**config.mk**
```make
export PLATFORM = sky130hd
export DESIGN_NAME = lif_neuron_update_unit_flat
export DESIGN_NICKNAME = d
export VERILOG_FILES = /design/src/hdl/lnu_pkg.sv /design/src/hdl/lnu_in_if.sv /design/src/hdl/lnu_out_if.sv /design/src/hdl/lif_neuron_update_unit.sv /design/src/flat_wrapper.sv
export SDC_FILE = /design/constraint.sdc
export NUM_CORES = 2
export LEC_CHECK = 0
export BUFFER_PORTS_ARGS = -buffer_cell sky130_fd_sc_hd__buf_4
export CORE_ASPECT_RATIO = 1.4
export CORE_MARGIN = 2
export CORE_UTILIZATION = 46
export CTS_CLUSTER_DIAMETER = 60
export DETAILED_ROUTE_END_ITERATION = 7
export GPL_TIMING_DRIVEN = 0
export PLACE_DENSITY = 0.67
export SLEW_MARGIN = 20
export SYNTH_ARGS = -nofsm -noshare
export SYNTH_HDL_FRONTEND = slang
export SYNTH_SLANG_ARGS = --single-unit
```
**constraint.sdc**
```tcl
create_clock -name clk -period 11.61 [get_ports clk]
set_input_delay 0 -clock clk [delete_from_list [all_inputs] [get_ports clk]]
set_output_delay 0 -clock clk [all_outputs]
set_load 0.01 [all_outputs]
```
**src/hdl/lnu_pkg.sv**
```systemverilog
// Package for the leaky integrate-and-fire neuron update unit.
// Holds the request and result payload types, register indexes and fixed-point constants.
// No dependencies.
`default_nettype none

package lnu_pkg;

	// Opcode values of the time field.
	localparam logic OP_ABSOLUTE = 1'b0;
	localparam logic OP_DELTA    = 1'b1;

	// Configuration register indexes and port widths.
	localparam int CFG_INDEX_W = 2;
	localparam int CFG_DATA_W  = 32;
	localparam logic [CFG_INDEX_W-1:0] REG_THRESHOLD = 2'd0;
	localparam logic [CFG_INDEX_W-1:0] REG_RESTING   = 2'd1;
	localparam logic [CFG_INDEX_W-1:0] REG_DECAY     = 2'd2;

	// Register reset values.
	localparam logic signed [31:0] THRESHOLD_RESET = 32'sd256000;
	localparam logic signed [31:0] RESTING_RESET   = 32'sd0;
	localparam logic [15:0]        DECAY_RESET     = 16'd24109;

	// Q0.16 constants: one and the rounding half.
	localparam logic [16:0] Q16_ONE  = 17'h10000;
	localparam logic [15:0] Q16_HALF = 16'h8000;

	// Saturation limits of the Q23.8 potential.
	localparam logic signed [31:0] POT_MAX = 32'sh7FFF_FFFF;
	localparam logic signed [31:0] POT_MIN = 32'sh8000_0000;

	typedef struct packed {
		logic               opcode;
		logic signed [23:0] input_current;
		logic [31:0]        time_value;
	} in_item_t;

	typedef struct packed {
		logic               spike;
		logic signed [31:0] potential_now;
		logic [31:0]        last_spike_time;
	} out_item_t;

endpackage

`default_nettype wire

```
**src/hdl/lnu_in_if.sv**
```systemverilog
// Request channel of the neuron update unit: valid, ready and one input item.
// Depends on lnu_pkg.
`default_nettype none

interface lnu_in_if import lnu_pkg::*; ();
	logic     valid;
	logic     ready;
	in_item_t payload;

	modport source (output valid, output payload, input ready);
	modport sink (input valid, input payload, output ready);
endinterface

`default_nettype wire

```
**src/hdl/lnu_out_if.sv**
```systemverilog
// Result channel of the neuron update unit: valid, ready and one result item.
// Depends on lnu_pkg.
`default_nettype none

interface lnu_out_if import lnu_pkg::*; ();
	logic      valid;
	logic      ready;
	out_item_t payload;

	modport source (output valid, output payload, input ready);
	modport sink (input valid, input payload, output ready);
endinterface

`default_nettype wire

```
**src/hdl/lif_neuron_update_unit.sv**
```systemverilog
// Leaky integrate-and-fire neuron update unit with one shared multiplier.
// Depends on lnu_pkg, lnu_in_if and lnu_out_if.
// A current that is not positive goes from request capture straight to the finish step;
// otherwise the square-and-multiply walk over the elapsed count comes first, then decay,
// rounding and finish. A new request is taken only after the last one has finished; the
// walk runs on the single 33 x 18 multiplier, and a stalled result holds the finish step.
// Reset: arst_n clears state, potential, times and output valid, and loads register defaults.
`default_nettype none

module lif_neuron_update_unit import lnu_pkg::*; (
	input  wire logic                   clk,
	input  wire logic                   arst_n,
	lnu_in_if.sink                      item,
	lnu_out_if.source                   result,
	input  wire logic                   cfg_wen,
	input  wire logic [CFG_INDEX_W-1:0] cfg_index,
	input  wire logic [CFG_DATA_W-1:0]  cfg_wdata
);

	// Sequencer states.
	localparam logic [2:0] ST_IDLE   = 3'd0;
	localparam logic [2:0] ST_MUL    = 3'd1;
	localparam logic [2:0] ST_SQR    = 3'd2;
	localparam logic [2:0] ST_DECAY  = 3'd3;
	localparam logic [2:0] ST_ROUND  = 3'd4;
	localparam logic [2:0] ST_FINISH = 3'd5;

	logic [2:0]         state_q;
	logic signed [31:0] threshold_q;
	logic signed [31:0] resting_q;
	logic [15:0]        decay_q;
	logic signed [31:0] pot_q;
	logic [31:0]        last_update_q;
	logic [31:0]        spike_time_q;
	logic [31:0]        new_time_q;
	logic [31:0]        ticks_q;
	logic signed [23:0] current_q;
	logic               positive_q;
	logic [16:0]        result_q;
	logic [16:0]        base_q;
	logic signed [48:0] prod_q;
	logic signed [32:0] sum_q;
	logic               out_valid_q;
	out_item_t          out_q;

	logic               accept;
	logic [31:0]        ticks_in;
	logic [31:0]        new_time_in;
	logic signed [32:0] mul_a;
	logic signed [17:0] mul_b;
	logic signed [50:0] mul_p;
	logic [33:0]        q16_sum;
	logic [16:0]        q16_res;
	logic signed [48:0] rnd_sum;
	logic signed [31:0] pot_sat;
	logic               out_free;

	assign item.ready   = (state_q == ST_IDLE);
	assign accept       = item.valid && item.ready;
	assign out_free     = !out_valid_q || result.ready;
	assign result.valid = out_valid_q;
	assign result.payload = out_q;

	// Elapsed ticks and the new last-update time, from the opcode.
	always_comb begin
		if (item.payload.opcode == OP_DELTA) begin
			ticks_in    = item.payload.time_value;
			new_time_in = last_update_q + item.payload.time_value;
		end else begin
			ticks_in    = item.payload.time_value - last_update_q;
			new_time_in = item.payload.time_value;
		end
	end

	// Shared multiplier operand selection.
	always_comb begin
		unique case (state_q)
			ST_MUL: begin
				mul_a = {16'd0, result_q};
				mul_b = {1'b0, base_q};
			end
			ST_SQR: begin
				mul_a = {16'd0, base_q};
				mul_b = {1'b0, base_q};
			end
			ST_DECAY: begin
				mul_a = {pot_q[31], pot_q};
				mul_b = {1'b0, result_q};
			end
			default: begin
				mul_a = '0;
				mul_b = '0;
			end
		endcase
	end

	assign mul_p   = mul_a * mul_b;
	// Q0.16 product rounded half up; both factors stay at or below one.
	assign q16_sum = mul_p[33:0] + {18'd0, Q16_HALF};
	assign q16_res = q16_sum[32:16];
	// Decayed potential rounded half up toward plus infinity.
	assign rnd_sum = prod_q + {33'd0, Q16_HALF};

	// Saturate the potential plus current to the Q23.8 range.
	always_comb begin
		if (sum_q[32] != sum_q[31]) begin
			pot_sat = sum_q[32] ? POT_MIN : POT_MAX;
		end else begin
			pot_sat = sum_q[31:0];
		end
	end

	// Configuration registers.
	always_ff @(posedge clk or negedge arst_n) begin
		if (!arst_n) begin
			threshold_q <= THRESHOLD_RESET;
			resting_q   <= RESTING_RESET;
			decay_q     <= DECAY_RESET;
		end else if (cfg_wen) begin
			unique case (cfg_index)
				REG_THRESHOLD: threshold_q <= cfg_wdata;
				REG_RESTING:   resting_q   <= cfg_wdata;
				REG_DECAY:     decay_q     <= cfg_wdata[15:0];
				default: ;
			endcase
		end
	end

	// Result valid: set as a request finishes, cleared when the result is taken.
	always_ff @(posedge clk or negedge arst_n) begin
		if (!arst_n) begin
			out_valid_q <= 1'b0;
		end else if ((state_q == ST_FINISH) && out_free) begin
			out_valid_q <= 1'b1;
		end else if (result.ready) begin
			out_valid_q <= 1'b0;
		end
	end

	// Sequencer: request capture, exponent walk, decay, rounding and final update.
	always_ff @(posedge clk or negedge arst_n) begin
		if (!arst_n) begin
			state_q       <= ST_IDLE;
			pot_q         <= '0;
			last_update_q <= '0;
			spike_time_q  <= '0;
		end else begin
			unique case (state_q)
				ST_IDLE: begin
					if (accept) begin
						if (!item.payload.input_current[23]
								&& (item.payload.input_current != '0)) begin
							if (ticks_in == '0) begin
								state_q <= ST_DECAY;
							end else if (ticks_in[0]) begin
								state_q <= ST_MUL;
							end else begin
								state_q <= ST_SQR;
							end
						end else begin
							state_q <= ST_FINISH;
						end
					end
				end
				ST_MUL: begin
					state_q <= (ticks_q[31:1] == '0) ? ST_DECAY : ST_SQR;
				end
				ST_SQR: begin
					state_q <= ticks_q[1] ? ST_MUL : ST_SQR;
				end
				ST_DECAY: begin
					state_q <= ST_ROUND;
				end
				ST_ROUND: begin
					state_q <= ST_FINISH;
				end
				ST_FINISH: begin
					// Hold until the result register is free.
					if (out_free) begin
						state_q       <= ST_IDLE;
						last_update_q <= new_time_q;
						if (positive_q) begin
							if (pot_sat > threshold_q) begin
								pot_q        <= resting_q;
								spike_time_q <= new_time_q;
							end else begin
								pot_q <= pot_sat;
							end
						end
					end
				end
				default: begin
					state_q <= ST_IDLE;
				end
			endcase
		end
	end

	// Datapath registers of the shared unit and the result payload.
	always_ff @(posedge clk) begin
		unique case (state_q)
			ST_IDLE: begin
				if (accept) begin
					ticks_q    <= ticks_in;
					new_time_q <= new_time_in;
					current_q  <= item.payload.input_current;
					positive_q <= !item.payload.input_current[23]
						&& (item.payload.input_current != '0);
					result_q   <= Q16_ONE;
					base_q     <= {1'b0, decay_q};
				end
			end
			ST_MUL: begin
				result_q <= q16_res;
			end
			ST_SQR: begin
				base_q  <= q16_res;
				ticks_q <= {1'b0, ticks_q[31:1]};
			end
			ST_DECAY: begin
				prod_q <= mul_p[48:0];
			end
			ST_ROUND: begin
				sum_q <= {rnd_sum[47], rnd_sum[47:16]} + {{9{current_q[23]}}, current_q};
			end
			ST_FINISH: begin
				if (out_free) begin
					if (positive_q && (pot_sat > threshold_q)) begin
						out_q.spike           <= 1'b1;
						out_q.potential_now   <= resting_q;
						out_q.last_spike_time <= new_time_q;
					end else begin
						out_q.spike           <= 1'b0;
						out_q.potential_now   <= positive_q ? pot_sat : pot_q;
						out_q.last_spike_time <= spike_time_q;
					end
				end
			end
			default: ;
		endcase
	end

endmodule

`default_nettype wire

```
**src/flat_wrapper.sv**
```systemverilog
// flat-port wrapper written by rule: the top's interface ports become plain ports
module lif_neuron_update_unit_flat import lnu_pkg::*;
  (clk, arst_n, cfg_wen, cfg_index, cfg_wdata, item_valid, item_payload, item_ready, result_valid, result_payload, result_ready);
  lnu_in_if item_i ();
  lnu_out_if result_i ();
  input  wire logic clk;
  input  wire logic arst_n;
  input  wire logic cfg_wen;
  input  wire logic [CFG_INDEX_W-1:0] cfg_index;
  input  wire logic [CFG_DATA_W-1:0] cfg_wdata;
  input wire logic [$bits(item_i.valid)-1:0] item_valid;
  input wire logic [$bits(item_i.payload)-1:0] item_payload;
  output wire logic [$bits(item_i.ready)-1:0] item_ready;
  output wire logic [$bits(result_i.valid)-1:0] result_valid;
  output wire logic [$bits(result_i.payload)-1:0] result_payload;
  input wire logic [$bits(result_i.ready)-1:0] result_ready;
  assign item_i.valid = item_valid;
  assign item_i.payload = item_payload;
  assign item_ready = item_i.ready;
  assign result_valid = result_i.valid;
  assign result_payload = result_i.payload;
  assign result_i.ready = result_ready;
  lif_neuron_update_unit u_core (.clk(clk), .arst_n(arst_n), .item(item_i), .result(result_i), .cfg_wen(cfg_wen), .cfg_index(cfg_index), .cfg_wdata(cfg_wdata));
endmodule
```
==> results.toml <==
[power]
power.ir.vdd_worst_v = 0.000173
clock_power_share_pct = 13.9
p_sw_mw = 5.04
power-per-cell-area_nw_per_um2 = 223
sw_frac_of_total_pct = 48.0
p_comb_share_pct = 60.4
total_leakage_power_nw = 20.5
internal-power_mw = 5.47
sequentialPowerShare_pct = 25.7

[synthesis]
synthesis.area_per_instance_um2 = 9.82
synthArstFlopShare_pct = 41.6
synth.cell_area_um2 = 41700
synth_top_flop_cell = "sky130_fd_sc_hd__edfxtp_1"
synth.net_count = 5088
synth_largest_type_area_fraction_pct = 24.5
synthCells = 4242
ys_types = 92
yosysSeqAreaShare_pct = 29.1
synth-edff-count = 253
post_synth_main_area_contributors = "sky130_fd_sc_hd__fa_1 (25%), sky130_fd_sc_hd__edfxtp_1 (18%), sky130_fd_sc_hd__dfrtp_1 (9.9%)"
synthMostInstantiatedCell = "sky130_fd_sc_hd__inv_1"
top_cells_by_count_synth = "sky130_fd_sc_hd__inv_1 (667), sky130_fd_sc_hd__fa_1 (510), sky130_fd_sc_hd__nor2_1 (494)"
synth_warnings = 0
synth.ff_latch_count = 433
yosys.area.top_type = "sky130_fd_sc_hd__fa_1"

[grt]
grt_pass1_wl_um = 199000
grt_antenna_before_repair = 11
grt_max_degree = 71
via_count_of_the_first_global_routing_pass = 34075
grt_remaining_overflow = 0
grt_util_all_layers_pct = 28.4

[clock_tree]
clock_root_buffer = "sky130_fd_sc_hd__clkbuf_16"
htreeDepth = 2
number_of_gates_given_a_new_drive_strength_after_cts = 0
insertion_delay_ns = 0.58
clockBufferDepth = 3
clkSlewWorstSetupHoldPaths_ns = 0.07
tritoncts = "done"
tritoncts_num_sinks = 433
cts_buffers = 40

[floorplan]
initial_core_util_pct = 46.4
floorplan.die.width_um = 258
fp.coreArea_um2 = 89800
fp.dieH_um = 360
rows = 130
number_of_top_level_pins = 163
fp.dieArea_um2 = 93000

[critical_path]
timing.critical_path.from = "u_core.state_q[1]$_DFFE_PN0P_"
worst_path_max_delay_cell = "sky130_fd_sc_hd__clkbuf_1"
r2r_cells = 33
worst_ep_arrival_time_ns = 11.50
regToRegEndpoint = "u_core.prod_q[44]$_DFFE_PN_"
crit_path_most_repeated_cell = "sky130_fd_sc_hd__fa_1"
timing_worst_setup_path_type = "register to register"
reg2reg_slack_ns = 0.43
crit_path_start_kind = "register"
critPathMaxStageDelay_ns = 0.81
end_kind = "register"
critPathCapture = "u_core.prod_q[44]$_DFFE_PN_"
timing.critical_path.required_ns = 11.93
crit_path_max_fanout = 10
crit-reg2reg-launch = "u_core.state_q[1]$_DFFE_PN0P_"

[place]
place_congestion = 1.05
dpl-instance-area_um2 = 44600
dp.cells = 5602
detailedPlace.worstSlack_ns = 0.709
place.detailed.hpwl_um = 107000
placement.io_buffers = 162

[sta]
max_slew.worst_pin.slew_ns = 1.31
timing_max_transition_violations_final = 0
fin_skew_ns = 0.0225
setup_repair_after_global_routing_missed_its_margin = "no"
timing.final.ws_setup_ns = 0.430
fmax_mhz = 89.4
finalSetupViolCount = 0
finalHoldViolations = 0
finalWorstPathRequiredPeriod_ns = 11.18
max-slew-margin-rel_pct = 12.8
layout_worst_path_cycle_share_pct = 96.3

[drt]
firstDrtPassIters = 5
drc = 0
post_detailed_route_wirelength_per_cell_um = 22.6
num_vias = 31852
via_per_inst = 5.51
drt_iter0_drc = 2255
ant_nets = 0
postRouteWirelength_um = 130000

[finish]
finalNetCount = 5402
layout.filler_cells = 8214
layout-drive-gt1-share_pct = 11.2
finalInstanceArea_um2 = 47000
layout.cells.non_filler = 5785
flow.area_growth_from_synthesis_pct = 13.0

[outcome]
status = "completed"

[hold_path]
hold_crit_class = "input port to register"

[run]
timing.max_cap.violations = 0
[registers in the layout (all words and copies together), names as in the netlist]
name / flops
u_core.result.payload: 65
u_core.prod_q: 33
u_core.sum_q: 33
u_core.last_update_q: 32
u_core.new_time_q: 32
u_core.pot_q: 32
u_core.resting_q: 32
u_core.spike_time_q: 32
u_core.threshold_q: 32
u_core.ticks_q: 31
u_core.current_q: 24
u_core.base_q: 17
u_core.result_q: 17
u_core.decay_q: 16
u_core.state_q: 3
u_core.positive_q: 1
u_core.result.valid: 1
[power by group through the flow]
| stage | registers, mW | logic, mW | clock network [mW] |
|---|---|---|---|
| final | 2.70 | 6.35 | 1.46 |
| after global routing | 2.75 | 6.88 | 1.53 |
| after CTS | 2.69 | 6.27 | 1.48 |
| after detailed placement | 2.72 | 6.16 | 0 |
| after global placement | 2.72 | 6.07 | 0 |
| after floorplan | 2.61 | 4.11 | 0 |
[cell families (layout without fill, tap and decap cells)]
| logic type | count (synthesis) | in the layout | share of synthesized area (%) |
|---|---|---|---|
| XOR/XNOR | 173 | 173 | 3.64 |
| adder cells (fa/ha/maj) | 750 | 750 | 31.7 |
| flip-flops | 433 | 433 | 29.1 |
| AND/OR/NAND/NOR | 1209 | 1209 | 12.3 |
| buffers and inverters | 857 | 1203 | 7.80 |
| multiplexers | 238 | 238 | 6.40 |
| AO/OA/AOI/OAI | 582 | 582 | 9.00 |
| other | 0 | 9 | 0 |
[layer usage]
metal  track usage, %  vias up  part of all wire, %
met2             49.7     1168                   50
met5                0        -                0.053
met3             4.75      398                  6.3
met4             20.1       12                  8.3
li1                 -    14318                    -
met1             31.2    15956                   35
[critical path: cells and delay by family (launching register included)]
kind	cells	cell delay [ns]
adder cells (fa/ha/maj)	7	3.32
AO/OA/AOI/OAI	11	2.95
buffers and inverters	10	2.82
AND/OR/NAND/NOR	4	1.11
XOR/XNOR	1	0.38
flip-flops	1	0.34
[cell type report]
| type | instances | area [um^2] | area share, % |
|---|---|---|---|
| Multi-Input combinational cell | 2952 | 26300 | 56.0 |
| Inverter | 668 | 2510 | 5.33 |
| Buffer | 189 | 748 | 1.59 |
| Sequential cell | 433 | 12100 | 25.8 |
| Tap cell | 1188 | 1490 | 3.16 |
| Clock buffer | 47 | 1060 | 2.25 |
| Timing Repair Buffer | 272 | 2400 | 5.11 |
| Clock inverter | 27 | 375 | 0.798 |
| Antenna cell | 9 | 22.5 | 0.0479 |
[per-stage QoR]
stage | total power [mW] | util, % | hold WS (ns) | TNS, ns
4_1_cts | 10.4 | 52.4 | 0.156 | 0
3_5_place_dp | 8.88 | 49.7 | -0.0204 | 0
5_1_grt | 11.2 | 52.4 | 0.176 | 0
3_3_place_gp | 8.79 | 49.4 | 0.191 | -7.83
6_report | 10.5 | 52.4 | 0.169 | 0
2_1_floorplan | 6.72 | - | -0.296 | 0
[what timing repair did]
| item | 4_1_cts | 5_1_grt |
|---|---|---|
| hold buffers | 99 | 0 |
| endpoints found under the hold margin | 337 | 0 |
| buffers inserted | 0 | 0 |
[layout by cell type, fill, tap and decap left out, types with 14 or more instances in the layout]
master,n
sky130_fd_sc_hd__a21oi_1,174
sky130_fd_sc_hd__dlygate4sd3_1,98
sky130_fd_sc_hd__and2_1,22
sky130_fd_sc_hd__clkbuf_16,40
sky130_fd_sc_hd__a31oi_1,15
sky130_fd_sc_hd__nand3_1,34
sky130_fd_sc_hd__nor3_1,34
sky130_fd_sc_hd__nand4_1,21
sky130_fd_sc_hd__a22oi_1,16
sky130_fd_sc_hd__fa_1,510
sky130_fd_sc_hd__and3_1,23
sky130_fd_sc_hd__dfrtp_1,165
sky130_fd_sc_hd__a21o_1,87
sky130_fd_sc_hd__nor4_1,16
sky130_fd_sc_hd__xnor2_1,124
sky130_fd_sc_hd__nor2b_1,22
sky130_fd_sc_hd__o21a_1,22
sky130_fd_sc_hd__buf_4,164
sky130_fd_sc_hd__mux2_2,199
sky130_fd_sc_hd__buf_1,20
sky130_fd_sc_hd__nor2_1,493
sky130_fd_sc_hd__clkbuf_1,156
sky130_fd_sc_hd__inv_1,666
sky130_fd_sc_hd__mux2_1,27
sky130_fd_sc_hd__buf_2,14
sky130_fd_sc_hd__nand2b_1,28
sky130_fd_sc_hd__edfxtp_1,253
sky130_fd_sc_hd__a22o_1,15
sky130_fd_sc_hd__o21ai_1,24
sky130_fd_sc_hd__dfstp_2,15
sky130_fd_sc_hd__nand2_1,472
sky130_fd_sc_hd__a211oi_1,14
sky130_fd_sc_hd__xor2_1,49
sky130_fd_sc_hd__o21ai_0,116
sky130_fd_sc_hd__ha_1,240
[worst min path at each step]
stage | startpoint | end | cells past startpoint
after floorplan | arst_n | u_core.decay_q[13]$_DFFE_PN0P_ | 0
final | item_payload[32] | u_core.current_q[0]$_DFFE_PP_ | 2
after global placement | item_payload[41] | u_core.current_q[9]$_DFFE_PP_ | 1
after detailed placement | arst_n | u_core.spike_time_q[26]$_DFFE_PN0P_ | 1
after global routing | item_payload[50] | u_core.current_q[18]$_DFFE_PP_ | 2
after CTS | item_payload[48] | u_core.current_q[16]$_DFFE_PP_ | 2
Power figures use the tool's default switching activity.
